<file path="src/rtl/job_scheduler_fcfs_sjf_rr_assert.svh">
// assertion macros for the job scheduler
`ifndef JOB_SCHEDULER_FCFS_SJF_RR_ASSERT_SVH
`define JOB_SCHEDULER_FCFS_SJF_RR_ASSERT_SVH

// clocked property, off while reset is low
`define JSCHED_ASSERT(lbl, clk, rst_n, prop) \
  lbl: assert property (@(posedge clk) disable iff (!rst_n) (prop)) \
    else $error("job scheduler assertion failed");

// plain condition that must hold at every edge out of reset
`define JSCHED_ASSERT_ALWAYS(lbl, clk, rst_n, expr) \
  `JSCHED_ASSERT(lbl, clk, rst_n, 1'b1 |-> (expr))

`endif

</file>
<file path="src/rtl/jsched_pkg.sv">
package jsched_pkg;

  localparam int unsigned SIZE_W  = 8;
  localparam int unsigned MODE_W  = 2;
  localparam int unsigned CFG_W   = 8;
  localparam int unsigned OUT_W   = 72;
  localparam int unsigned RUNID_W = 16;
  localparam int unsigned WCNT_W  = 5;
  localparam int unsigned TICK_W  = 32;

  localparam logic [MODE_W-1:0] MODE_FCFS = 2'd0;
  localparam logic [MODE_W-1:0] MODE_SJF  = 2'd1;
  localparam logic [MODE_W-1:0] MODE_RR   = 2'd2;

  localparam logic REG_MODE  = 1'b0;
  localparam logic REG_SLICE = 1'b1;

  localparam logic [SIZE_W-1:0] SLICE_RESET = 8'd6;
  localparam logic [SIZE_W-1:0] SIZE_MAX    = 8'd255;

  typedef enum logic [1:0] {
    ST_IDLE,
    ST_SCAN,
    ST_TAKE,
    ST_EXEC
  } state_e;

  typedef struct packed {
    logic wr;
    logic shift;
  } cell_ctrl_t;

endpackage

</file>
<file path="src/rtl/job_scheduler_fcfs_sjf_rr.sv">
// Tick-driven job scheduler (first come first served, shortest job first, round robin).
// Every input transfer is one time tick and yields exactly one output transfer. The wait
// queue is a row of QUEUE_DEPTH cells in arrival order. A tick goes from idle straight to
// execution when a job is already running or nothing waits, through a take state first when
// a job is picked in FCFS or round-robin mode, and through scan and then take in SJF mode,
// since the shortest-job search ripples through the row of cells one cell per cycle. A tick
// also stalls in execution while the output register holds an untaken result; the next tick
// is accepted while a result waits. Config writes go to cfg_idx_i 0 (mode) and 1 (quantum).
module job_scheduler_fcfs_sjf_rr import jsched_pkg::*; #(
  parameter int unsigned QUEUE_DEPTH = 16,
  parameter int unsigned ID_WIDTH    = 16
) (
  input  logic              clk_i,
  input  logic              rst_ni,
  input  logic              s_axis_tvalid,
  output logic              s_axis_tready,
  input  logic [7:0]        s_axis_tdata,   // job_size
  input  logic              s_axis_tuser,   // arrive
  output logic              m_axis_tvalid,
  input  logic              m_axis_tready,
  // busy_res, run_id, run_left, job_done, preempted, arrival_dropped,
  // waiting_count, elapsed_ticks, zero fill
  output logic [OUT_W-1:0]  m_axis_tdata,
  input  logic              cfg_we_i,
  input  logic              cfg_idx_i,
  input  logic [CFG_W-1:0]  cfg_data_i
);

  localparam int unsigned CntW = $clog2(QUEUE_DEPTH + 1);
  localparam int unsigned IdxW = $clog2(QUEUE_DEPTH);
  localparam logic [CntW-1:0] DepthC = CntW'(QUEUE_DEPTH);
  localparam logic [CntW-1:0] ScanLast = CntW'(QUEUE_DEPTH - 1);

  state_e state_q, state_d;

  logic [CntW-1:0]     count_q;
  logic                cur_valid_q;
  logic [ID_WIDTH-1:0] cur_id_q;
  logic [SIZE_W-1:0]   cur_left_q;
  logic [SIZE_W-1:0]   used_q;
  logic [ID_WIDTH-1:0] next_id_q;
  logic [TICK_W-1:0]   tick_q;
  logic                dropped_q;
  logic [MODE_W-1:0]   mode_q;
  logic [SIZE_W-1:0]   slice_q;
  logic [CntW-1:0]     scan_cnt_q;
  logic                m_valid_q;
  logic [OUT_W-1:0]    m_data_q;

  logic s_fire, push_ok, out_free, exec_fire, take_sjf;
  logic [SIZE_W-1:0]   size_fix, left_nx, used_nx, quantum;
  logic                done, pre;
  cell_ctrl_t          ctrl;
  logic [ID_WIDTH-1:0] wr_id;
  logic [SIZE_W-1:0]   wr_size;
  logic [ID_WIDTH-1:0] take_id;
  logic [SIZE_W-1:0]   take_size;
  logic [IdxW-1:0]     take_pos;
  logic [31:0]         id_ext;
  logic [31:0]         cnt_ext;
  logic [OUT_W-1:0]    out_d;

  logic [ID_WIDTH-1:0] c_id      [QUEUE_DEPTH];
  logic [SIZE_W-1:0]   c_size    [QUEUE_DEPTH];
  logic [ID_WIDTH-1:0] n_id      [QUEUE_DEPTH];
  logic [SIZE_W-1:0]   n_size    [QUEUE_DEPTH];
  logic [ID_WIDTH-1:0] b_id      [QUEUE_DEPTH];
  logic [SIZE_W-1:0]   b_size    [QUEUE_DEPTH];
  logic [IdxW-1:0]     b_pos     [QUEUE_DEPTH];
  logic [ID_WIDTH-1:0] p_id      [QUEUE_DEPTH];
  logic [SIZE_W-1:0]   p_size    [QUEUE_DEPTH];
  logic [IdxW-1:0]     p_pos     [QUEUE_DEPTH];

  for (genvar g = 0; g < QUEUE_DEPTH; g++) begin : g_cell
    if (g == QUEUE_DEPTH - 1) begin : g_last
      assign n_id[g]   = '0;
      assign n_size[g] = '0;
    end else begin : g_mid
      assign n_id[g]   = c_id[g+1];
      assign n_size[g] = c_size[g+1];
    end
    if (g == 0) begin : g_first
      assign p_id[g]   = '0;
      assign p_size[g] = '0;
      assign p_pos[g]  = '0;
    end else begin : g_rest
      assign p_id[g]   = b_id[g-1];
      assign p_size[g] = b_size[g-1];
      assign p_pos[g]  = b_pos[g-1];
    end

    jsched_cell #(
      .IdW  (ID_WIDTH),
      .CntW (CntW),
      .IdxW (IdxW),
      .Idx  (g)
    ) u_cell (
      .clk_i       (clk_i),
      .ctrl_i      (ctrl),
      .count_i     (count_q),
      .pos_i       (take_pos),
      .wr_id_i     (wr_id),
      .wr_size_i   (wr_size),
      .nxt_id_i    (n_id[g]),
      .nxt_size_i  (n_size[g]),
      .prev_id_i   (p_id[g]),
      .prev_size_i (p_size[g]),
      .prev_pos_i  (p_pos[g]),
      .id_o        (c_id[g]),
      .size_o      (c_size[g]),
      .best_id_o   (b_id[g]),
      .best_size_o (b_size[g]),
      .best_pos_o  (b_pos[g])
    );
  end

  always_comb begin
    s_axis_tready = state_q == ST_IDLE;
    s_fire        = s_axis_tvalid && s_axis_tready;
    push_ok       = s_axis_tuser && (count_q < DepthC);
    size_fix      = (s_axis_tdata == '0) ? SIZE_W'(1) : s_axis_tdata;
    out_free      = !m_valid_q || m_axis_tready;
    exec_fire     = (state_q == ST_EXEC) && out_free;
    take_sjf      = mode_q == MODE_SJF;

    quantum = (slice_q == '0) ? SIZE_W'(1) : slice_q;
    left_nx = (cur_left_q != '0) ? cur_left_q - SIZE_W'(1) : cur_left_q;
    used_nx = (used_q == SIZE_MAX) ? used_q : used_q + SIZE_W'(1);
    done    = cur_valid_q && (left_nx == '0);
    pre     = cur_valid_q && !done && (mode_q == MODE_RR) && (used_nx >= quantum)
              && (count_q < DepthC);

    take_id   = take_sjf ? b_id[QUEUE_DEPTH-1]   : c_id[0];
    take_size = take_sjf ? b_size[QUEUE_DEPTH-1] : c_size[0];
    take_pos  = take_sjf ? b_pos[QUEUE_DEPTH-1]  : '0;

    ctrl.shift = state_q == ST_TAKE;
    ctrl.wr    = (s_fire && push_ok) || (exec_fire && pre);
    if (state_q == ST_EXEC) begin
      wr_id   = cur_id_q;
      wr_size = left_nx;
    end else begin
      wr_id   = next_id_q;
      wr_size = size_fix;
    end

    state_d = state_q;
    unique case (state_q)
      ST_IDLE: begin
        if (s_fire) begin
          if (!cur_valid_q && (count_q != '0 || push_ok)) begin
            state_d = take_sjf ? ST_SCAN : ST_TAKE;
          end else begin
            state_d = ST_EXEC;
          end
        end
      end
      ST_SCAN: begin
        if (scan_cnt_q == ScanLast) begin
          state_d = ST_TAKE;
        end
      end
      ST_TAKE: state_d = ST_EXEC;
      ST_EXEC: begin
        if (out_free) begin
          state_d = ST_IDLE;
        end
      end
      default: state_d = ST_IDLE;
    endcase

    id_ext  = cur_valid_q ? 32'(cur_id_q) : '0;
    cnt_ext = 32'(count_q + CntW'(pre));
    out_d = {7'd0, tick_q, cnt_ext[WCNT_W-1:0], dropped_q, pre, done,
             cur_valid_q ? left_nx : SIZE_W'(0), id_ext[RUNID_W-1:0], cur_valid_q};
  end

  always_ff @(posedge clk_i or negedge rst_ni) begin
    if (!rst_ni) begin
      state_q     <= ST_IDLE;
      count_q     <= '0;
      cur_valid_q <= 1'b0;
      cur_id_q    <= '0;
      cur_left_q  <= '0;
      used_q      <= '0;
      next_id_q   <= ID_WIDTH'(1);
      tick_q      <= '0;
      dropped_q   <= 1'b0;
      mode_q      <= MODE_FCFS;
      slice_q     <= SLICE_RESET;
      scan_cnt_q  <= '0;
      m_valid_q   <= 1'b0;
    end else begin
      state_q <= state_d;
      if (cfg_we_i) begin
        unique case (cfg_idx_i)
          REG_MODE:  mode_q  <= cfg_data_i[MODE_W-1:0];
          REG_SLICE: slice_q <= cfg_data_i[SIZE_W-1:0];
          default:   mode_q  <= mode_q;
        endcase
      end
      if (state_q == ST_SCAN) begin
        scan_cnt_q <= scan_cnt_q + CntW'(1);
      end else begin
        scan_cnt_q <= '0;
      end
      if (s_fire) begin
        tick_q    <= tick_q + TICK_W'(1);
        dropped_q <= s_axis_tuser && !push_ok;
        if (push_ok) begin
          count_q   <= count_q + CntW'(1);
          next_id_q <= next_id_q + ID_WIDTH'(1);
        end
      end
      if (state_q == ST_TAKE) begin
        count_q     <= count_q - CntW'(1);
        cur_valid_q <= 1'b1;
        cur_id_q    <= take_id;
        cur_left_q  <= take_size;
        used_q      <= '0;
      end
      if (exec_fire) begin
        m_valid_q <= 1'b1;
        if (cur_valid_q) begin
          cur_left_q <= left_nx;
          used_q     <= used_nx;
          if (done || pre) begin
            cur_valid_q <= 1'b0;
          end
          if (pre) begin
            count_q <= count_q + CntW'(1);
          end
        end
      end else if (m_axis_tready) begin
        m_valid_q <= 1'b0;
      end
    end
  end

  always_ff @(posedge clk_i) begin
    if (exec_fire) begin
      m_data_q <= out_d;
    end
  end

  assign m_axis_tvalid = m_valid_q;
  assign m_axis_tdata  = m_data_q;

`include "job_scheduler_fcfs_sjf_rr_assert.svh"

  `JSCHED_ASSERT_ALWAYS(a_count_bound, clk_i, rst_ni, count_q <= DepthC)
  `JSCHED_ASSERT(a_tick_step, clk_i, rst_ni, s_fire |=> tick_q == $past(tick_q) + TICK_W'(1))
  `JSCHED_ASSERT(a_take_runs, clk_i, rst_ni, state_q == ST_TAKE |=> cur_valid_q && state_q == ST_EXEC)
  `JSCHED_ASSERT(a_exec_out, clk_i, rst_ni, exec_fire |=> m_valid_q && state_q == ST_IDLE)

endmodule

</file>
<file path="src/rtl/jsched_cell.sv">
module jsched_cell import jsched_pkg::*; #(
  parameter int unsigned IdW  = 16,
  parameter int unsigned CntW = 5,
  parameter int unsigned IdxW = 4,
  parameter int unsigned Idx  = 0
) (
  input  logic              clk_i,
  input  cell_ctrl_t        ctrl_i,
  input  logic [CntW-1:0]   count_i,
  input  logic [IdxW-1:0]   pos_i,
  input  logic [IdW-1:0]    wr_id_i,
  input  logic [SIZE_W-1:0] wr_size_i,
  input  logic [IdW-1:0]    nxt_id_i,
  input  logic [SIZE_W-1:0] nxt_size_i,
  input  logic [IdW-1:0]    prev_id_i,
  input  logic [SIZE_W-1:0] prev_size_i,
  input  logic [IdxW-1:0]   prev_pos_i,
  output logic [IdW-1:0]    id_o,
  output logic [SIZE_W-1:0] size_o,
  output logic [IdW-1:0]    best_id_o,
  output logic [SIZE_W-1:0] best_size_o,
  output logic [IdxW-1:0]   best_pos_o
);

  localparam logic [IdxW-1:0] OwnIdx = IdxW'(Idx);
  localparam logic [CntW-1:0] OwnCnt = CntW'(Idx);

  logic [IdW-1:0]    id_q;
  logic [SIZE_W-1:0] size_q;
  logic [IdW-1:0]    best_id_q, best_id_d;
  logic [SIZE_W-1:0] best_size_q, best_size_d;
  logic [IdxW-1:0]   best_pos_q, best_pos_d;
  logic              occupied;

  // running minimum, later entry wins a tie
  always_comb begin
    occupied = OwnCnt < count_i;
    if (Idx == 0 || (occupied && size_q <= prev_size_i)) begin
      best_id_d   = id_q;
      best_size_d = size_q;
      best_pos_d  = OwnIdx;
    end else begin
      best_id_d   = prev_id_i;
      best_size_d = prev_size_i;
      best_pos_d  = prev_pos_i;
    end
  end

  always_ff @(posedge clk_i) begin
    if (ctrl_i.shift && OwnIdx >= pos_i) begin
      id_q   <= nxt_id_i;
      size_q <= nxt_size_i;
    end else if (ctrl_i.wr && OwnCnt == count_i) begin
      id_q   <= wr_id_i;
      size_q <= wr_size_i;
    end
    best_id_q   <= best_id_d;
    best_size_q <= best_size_d;
    best_pos_q  <= best_pos_d;
  end

  assign id_o        = id_q;
  assign size_o      = size_q;
  assign best_id_o   = best_id_q;
  assign best_size_o = best_size_q;
  assign best_pos_o  = best_pos_q;

endmodule

</file>
<file path="config.mk">
export PLATFORM = sky130hd
export DESIGN_NAME = job_scheduler_fcfs_sjf_rr
export DESIGN_NICKNAME = d
export VERILOG_FILES = /design/src/rtl/jsched_pkg.sv /design/src/rtl/job_scheduler_fcfs_sjf_rr.sv /design/src/rtl/jsched_cell.sv
export VERILOG_INCLUDE_DIRS = /design/src /design/src/rtl
export SDC_FILE = /design/constraint.sdc
export NUM_CORES = 2
export LEC_CHECK = 0
export BUFFER_PORTS_ARGS = -buffer_cell sky130_fd_sc_hd__buf_2
export CAP_MARGIN = 25
export CORE_UTILIZATION = 50
export CTS_BUF_LIST = sky130_fd_sc_hd__clkbuf_16
export DETAILED_ROUTE_END_ITERATION = 10
export PLACE_DENSITY = 0.66
export SETUP_SLACK_MARGIN = 0.02
export SYNTH_ARGS = -nofsm -noshare
export SYNTH_HDL_FRONTEND = slang
export SYNTH_SLANG_ARGS = --single-unit
</file>
<file path="constraint.sdc">
create_clock -name clk_i -period 9.92 [get_ports clk_i]
set_input_delay 0.992 -clock clk_i [delete_from_list [all_inputs] [get_ports clk_i]]
set_output_delay 0.992 -clock clk_i [all_outputs]
set_load 0.005 [all_outputs]
</file>
== Word level (Yosys, flattened, before mapping) ==
Cells that the tools add are included.
Widths: inputs -> output; s select.

* Register bits after elaboration: 987
* Bits of input ports: 23
* Output and inout port bits: 74
* Word-level logic and storage cells: 395

* Add/subtract/negate cells: 8
* Magnitude comparators: 48
* Equality and inequality tests: 25
* Muxes and demuxes: 125
* Bitwise operators: 1
* Reductions and logical operators: 94

{| class="wikitable"
|+ Operators by type and width
! cell !! number
|-
| $mux 16 || 47
|-
| $mux 8 || 57
|-
| $le 8x8->1 || 15
|-
| $logic_and 1x1->1 || 59
|-
| $eq 4x5->1 const A || 8
|-
| $lt 4x5->1 const A || 8
|-
| $mux 5 || 7
|-
| $add 32x1->32 const B || 1
|-
| $ge 4x4->1 const A || 8
|-
| $reduce_bool 2->1 || 16
|-
| $logic_not 8->1 || 3
|-
| $eq 3x5->1 const A || 4
|-
| $lt 3x5->1 const A || 4
|-
| $add 16x1->16 const B || 1
|-
| $ge 3x4->1 const A || 4
|-
| $add 5x1->5 const B || 2
|-
| $eq 2x5->1 const A || 2
|-
| $lt 2x5->1 const A || 2
|-
| $mux 2 || 5
|-
| $add 8x1->8 const B || 1
|-
| $eq 8x8->1 const B || 1
|-
| $ge 1x4->1 const A || 2
|-
| $ge 2x4->1 const A || 2
|-
| $ge 8x8->1 || 1
|-
| other kinds (23) || 41
|}

== Longest topological paths before layout ==
* Depth in word-level cells: 14
* Depth in mapped cells: 16
* Mapped depth without buffers: 15

== Hierarchy ==
A second synthesis with hierarchy kept.

* Cells, all modules: 2928
* Area, all modules: 42414.4 um2

{| class="wikitable"
|+ Modules (own cells, without submodules)
! module !! times used !! cells an instance !! area an instance (um2) !! sequential area each (um2)
|-
| job_scheduler_fcfs_sjf_rr || 1 || 694 || 8089.0 || 4583.1
|-
| jsched_cell (g_cell[10].u_cell) || 1 || 146 || 2232.1 || 1281.2
|-
| jsched_cell (g_cell[7].u_cell) || 1 || 141 || 2229.6 || 1281.2
|-
| jsched_cell (g_cell[4].u_cell) || 1 || 145 || 2210.9 || 1281.2
|-
| jsched_cell (g_cell[15].u_cell) || 1 || 140 || 2207.1 || 1281.2
|-
| jsched_cell (g_cell[2].u_cell) || 1 || 146 || 2203.4 || 1281.2
|-
| jsched_cell (g_cell[13].u_cell) || 1 || 144 || 2195.9 || 1281.2
|-
| jsched_cell (g_cell[9].u_cell) || 1 || 146 || 2193.4 || 1281.2
|-
| jsched_cell (g_cell[8].u_cell) || 1 || 144 || 2178.3 || 1281.2
|-
| jsched_cell (g_cell[14].u_cell) || 1 || 146 || 2177.1 || 1281.2
|-
| jsched_cell (g_cell[5].u_cell) || 1 || 143 || 2154.6 || 1281.2
|-
| jsched_cell (g_cell[1].u_cell) || 1 || 140 || 2152.1 || 1281.2
|-
| jsched_cell (g_cell[11].u_cell) || 1 || 141 || 2142.1 || 1281.2
|-
| jsched_cell (g_cell[6].u_cell) || 1 || 144 || 2140.8 || 1281.2
|-
| +3 rows || - || - || - || -
|}

== Least setup slack after synthesis ==
No wires, ideal clock.

* Path kind: input to register
* Start: input m_axis_tready
* End: register g_cell[10].u_cell.id_q[0] (enable)
* Library setup time: 0.438 ns
* Arrival time: 6.037 ns
* Data required time: 9.482 ns
* Path slack: 3.444 ns
* Stages on the path: 9
* Path buffers: 3
* Cell sequence: nand2b_1 > and2_1 > clkbuf_1 > o2111ai_1 > o21ai_2 > buf_4 > buf_4 > nand2_1 > o21ai_0

* Longest elaborated chain between the ends: 6

{| class="wikitable"
|+ RTL lines
! item !! line !! RTL
|-
| start, declared || job_scheduler_fcfs_sjf_rr.sv:20 || <nowiki>input logic m_axis_tready,</nowiki>
|-
| $logic_or 1x1->1 || job_scheduler_fcfs_sjf_rr.sv:122 || <nowiki>out_free = !m_valid_q || m_axis_tready;</nowiki>
|-
| $logic_and 1x1->1 || job_scheduler_fcfs_sjf_rr.sv:123 || <nowiki>exec_fire = (state_q == ST_EXEC) && out_free;</nowiki>
|-
| net exec_fire || job_scheduler_fcfs_sjf_rr.sv:50 || <nowiki>logic s_fire, push_ok, out_free, exec_fire, take_sjf;</nowiki>
|-
| $logic_and 1x1->1 || job_scheduler_fcfs_sjf_rr.sv:138 || <nowiki>ctrl.wr = (s_fire && push_ok) || (exec_fire && pre);</nowiki>
|-
| $logic_or 1x1->1 || job_scheduler_fcfs_sjf_rr.sv:138 ||
|-
| $logic_and 1x1->1 || jsched_cell.sv:53 || <nowiki>end else if (ctrl_i.wr && OwnCnt == count_i) begin</nowiki>
|-
| $reduce_bool 2->1 (no source line) || - ||
|-
| end signal, assigned || jsched_cell.sv:51 || <nowiki>id_q <= nxt_id_i;</nowiki>
|-
| end signal, assigned || jsched_cell.sv:54 || <nowiki>id_q <= wr_id_i;</nowiki>
|-
| end, declared || jsched_cell.sv:28 || <nowiki>logic [IdW-1:0] id_q;</nowiki>
|}

The timed path passes the listed nets, and every way through them passes these cells.
A chain may end at the register's enable or synchronous reset.

== Final worst setup path ==
* Start: register used_q[0]
* End: register g_cell[9].u_cell.size_q[5] (enable)

* Longest elaborated chain between the ends: 9
* Elaborated cells between the ends (all ways): 10
* Classes of those cells: add/sub: 1; order compare: 1; eq/ne: 1; mux: 1; reduce/logical: 6

{| class="wikitable"
|+ RTL lines
! item !! line !! RTL
|-
| start, declared || job_scheduler_fcfs_sjf_rr.sv:40 || <nowiki>logic [SIZE_W-1:0] used_q;</nowiki>
|-
| start signal, assigned || job_scheduler_fcfs_sjf_rr.sv:226 || <nowiki>used_q <= used_nx;</nowiki>
|-
| $add 8x1->8 / $eq 8x8->1 (equally long branches) || job_scheduler_fcfs_sjf_rr.sv:128 || <nowiki>used_nx = (used_q == SIZE_MAX) ? used_q : used_q + SIZE_W'(1);</nowiki>
|-
| $mux 8 (*) || job_scheduler_fcfs_sjf_rr.sv:128 ||
|-
| $ge 8x8->1 (*) || job_scheduler_fcfs_sjf_rr.sv:130 || <nowiki>pre = cur_valid_q && !done && (mode_q == MODE_RR) && (used_nx >= quantum)</nowiki>
|-
| $logic_and 1x1->1 (*) || job_scheduler_fcfs_sjf_rr.sv:130 ||
|-
| $logic_and 1x1->1 (*) || job_scheduler_fcfs_sjf_rr.sv:131 || <nowiki>&& (count_q < DepthC);</nowiki>
|-
| $logic_and 1x1->1 (*) || job_scheduler_fcfs_sjf_rr.sv:138 ||
|-
| $logic_or 1x1->1 (*) || job_scheduler_fcfs_sjf_rr.sv:138 ||
|-
| $logic_and 1x1->1 (*) || jsched_cell.sv:53 ||
|-
| $reduce_bool 2->1 (no source line) (*) || - ||
|-
| end signal, assigned || jsched_cell.sv:52 || <nowiki>size_q <= nxt_size_i;</nowiki>
|-
| end signal, assigned || jsched_cell.sv:55 || <nowiki>size_q <= wr_size_i;</nowiki>
|-
| end, declared || jsched_cell.sv:29 || <nowiki>logic [SIZE_W-1:0] size_q;</nowiki>
|}

Mark *: on every way between the ends. The rest lies on a longest branch, timed or not.

==> flow_metrics.tcl <==
set metrics [dict create \
    grt-ovfl-total 0 \
    die_w_um 284 \
    n_fill_cell 6491 \
    final_layout_size_suffix_gt1_frac 0.198 \
    hold_buffers 0 \
    yosys-top-cells-area "edfxtp_1, dfxtp_1, mux2_2" \
    cts_tree "yes" \
    ys.flop_type "dfxtp_1" \
    postCtsSetupBuffers 0 \
    hp-class "input pin to async pin" \
    synthArstFlopShare 0.106 \
    hpwl_mm 66.7 \
    fin_skew_ns 0.0277 \
    finalSetupTns_ns 0 \
    outcome "complete, no violations" \
    rows 103 \
    cts_htree_levels 3 \
    dieArea_sq_um 80900 \
    critPathLaunchType "register" \
    regArea_sq_um 24500 \
    totalWireLength_mm 100 \
    numCtsBuffers 97 \
    worstPathMaxFanout 30 \
    irDropWorstVdd_v 0.000242 \
    ys_ff_latch 987 \
    crit_path_end_kind "register" \
    arrival_ns 4.65 \
    synth_edf_count 425 \
    power_density_nw_per_um2 423 \
    synth_top_area_cell "edfxtp_1" \
    antenna_found_initial 0 \
    ys_types 73 \
    dp_cells 4495 \
    io_pins 97 \
    synth-seq-area-share 0.616 \
    first_iter_violations 2434 \
    cts_resized 0 \
    root_buffer "clkbuf_16" \
    detail-route-antenna-nets 0 \
    core_sq_um 79000 \
    drc_errors 0 \
    ff2ff_path_depth 15 \
    grt_util_all_layers 0.247 \
    r2r-start "used_q[0]" \
    grt_first_pass_wirelength_mm 152 \
    fmax_mhz 230 \
    diodes 0 \
    crit_type "register to register" \
    synthesis.area_sq_um 39900 \
    p_total_mw 19.0 \
    firstDrtPassIters 6 \
    portBuffers 89 \
    die_h_um 284 \
    reg2reg_slack_ns 5.58 \
    power_leakage_nw 17.9 \
    min_period_ns 4.34 \
    yosys_warnings 0 \
    maxSlewViolCount 0 \
    grt_max_degree 72 \
    clkLatencyLatePin_ns 0.66 \
    synth_top_area_frac 0.320 \
    vias 25700 \
    finalSetupViolCount 0 \
    drv_cap 0 \
    rsz0062_at_grt "no" \
    cts_buffer_depth 3 \
    most-common-layout-cells "dfxtp_1, edfxtp_1, nand2_1" \
    routedWlPerCell_um 21.4 \
    finalCritPeriodShare 0.438 \
    nets 3713 \
    r2r_end "g_cell[9].u_cell.size_o[5]" \
    required_ns 10.22 \
    layout_commonest_cell "dfxtp_1" \
    slew_headroom 0.289 \
    area_growth_pct 12.6 \
    cts.sinks 987 \
    fin_cells 4680 \
    syn_area_per_cell_sq_um 11.5 \
    vias_per_cell 5.49 \
    path_clk_slew_ns 0.06 \
    hold_viol_final 0 \
    place_congestion 0.855 \
    syn_inst 3461 \
    tightest_slew_ns 1.07 \
    initial_utilization 0.505 \
    grt_pass1_vias 24400 \
    multi_input_area_sq_um 14200 \
]
-- metal layers --
metal / up-vias / share of wire / track usage
li1: 12300 / - / -
met1: 12300 / 0.46 / 0.361
met2: 870 / 0.45 / 0.381
met3: 158 / 0.063 / 0.0359
met4: 0 / 0.027 / 0.0753
met5: - / 0 / 0
-- per-stage QoR --
step / utilization / area [sq um] / worst slack (ns) / hold WS [ns]
floorplan: - / 39900 / 3.44 / 0.339
global placement: 0.527 / 41600 / 5.37 / 0.354
detailed placement: 0.528 / 41700 / 5.61 / 0.356
CTS: 0.568 / 44800 / 5.56 / 0.276
global route: 0.568 / 44900 / 5.23 / 0.318
finish: 0.568 / 44900 / 5.58 / 0.286
-- worst max-delay path: stages (launching register included) --
cell       delay (ns)
dfrtp_1          0.44
ha_1             0.30
nand3_1          0.12
nor2_1           0.09
nor2_1           0.23
nand3_1          0.13
xnor2_1          0.16
ha_1             0.30
o2111ai_1        0.11
o221ai_1         0.29
o2111ai_1        0.28
o21ai_2          0.20
buf_4            0.32
nand4_1          0.39
o21ai_2          0.25
buf_4            0.35
-- Yosys cell counts (6+ instances only) --
| library cell | instances |
|---|---|
| clkbuf_1 | 135 |
| a21oi_1 | 246 |
| a21o_1 | 29 |
| nand2_1 | 352 |
| a211oi_1 | 14 |
| ha_1 | 145 |
| nand2b_1 | 10 |
| xnor2_1 | 38 |
| buf_2 | 26 |
| edfxtp_1 | 425 |
| o21a_1 | 7 |
| and2_1 | 29 |
| dfxtp_1 | 457 |
| nor2_1 | 283 |
| mux2i_1 | 23 |
| and3_1 | 22 |
| nand3_1 | 53 |
| nor3_1 | 13 |
| o21ai_0 | 307 |
| a211oi_2 | 10 |
| xor2_1 | 23 |
| nand3b_1 | 8 |
| inv_1 | 155 |
| dfrtp_1 | 102 |
| buf_4 | 14 |
| mux2_2 | 293 |
| a31oi_1 | 43 |
| a221o_1 | 8 |
| or2_2 | 30 |
| nand4_1 | 20 |
| o22ai_1 | 8 |
| nor2b_1 | 36 |
| o211ai_1 | 6 |
| buf_1 | 9 |
| a32oi_1 | 9 |
-- cell families after synthesis --
group	after synthesis	share of synthesized area
adder cells (fa/ha/maj)	145	0.0455
other	1	0.0000941
XOR/XNOR	61	0.0134
AO/OA/AOI/OAI	721	0.103
AND/OR/NAND/NOR	878	0.0972
flip-flops	987	0.616
buffers and inverters	347	0.0354
multiplexers	321	0.0899
-- worst max path at each step --
stage,depth (start not counted),end,slack [ns],startpoint
4_1_cts,15,g_cell[9].u_cell.size_o[5],5.56,used_q[0]
5_1_grt,15,g_cell[13].u_cell.size_o[7],5.23,used_q[0]
6_report,15,g_cell[9].u_cell.size_o[5],5.58,used_q[0]
3_3_place_gp,14,g_cell[10].u_cell.size_o[7],5.37,used_q[0]
3_5_place_dp,8,g_cell[9].u_cell.size_o[5],5.61,state_q[1]
2_1_floorplan,9,g_cell[10].u_cell.id_o[0],3.44,m_axis_tready
-- state kept, by name, indices dropped and copies added, names as in the netlist, 2 cells and up --
register                   count
cur_left_q                     8
g_cell.u_cell.best_size_o    128
slice_q                        8
g_cell.u_cell.best_id_o      256
state_q                        2
next_id_q                     16
scan_cnt_q                     5
cur_id_q                      16
used_q                         8
g_cell.u_cell.best_pos_o      49
m_axis_tdata                  65
g_cell.u_cell.size_o         128
g_cell.u_cell.id_o           256
mode_q                         2
count_q                        5
tick_q                        32
-- cell type report --
type,instances,area share
multi-input combinational,2133,0.316
clock buffer,104,0.0580
inverter,158,0.0132
timing repair buffer,168,0.0248
tap,1050,0.0293
sequential,987,0.547
clock inverter,80,0.0120
-- report_power, final --
group	switching, mW	internal [mW]	total, mW
Clock	1.59	2.03	3.61
Combinational	4.53	3.01	7.53
Sequential	1.07	6.75	7.82
Total	7.18	11.8	19.0
Note: power is estimated with default switching activity, not from simulation.
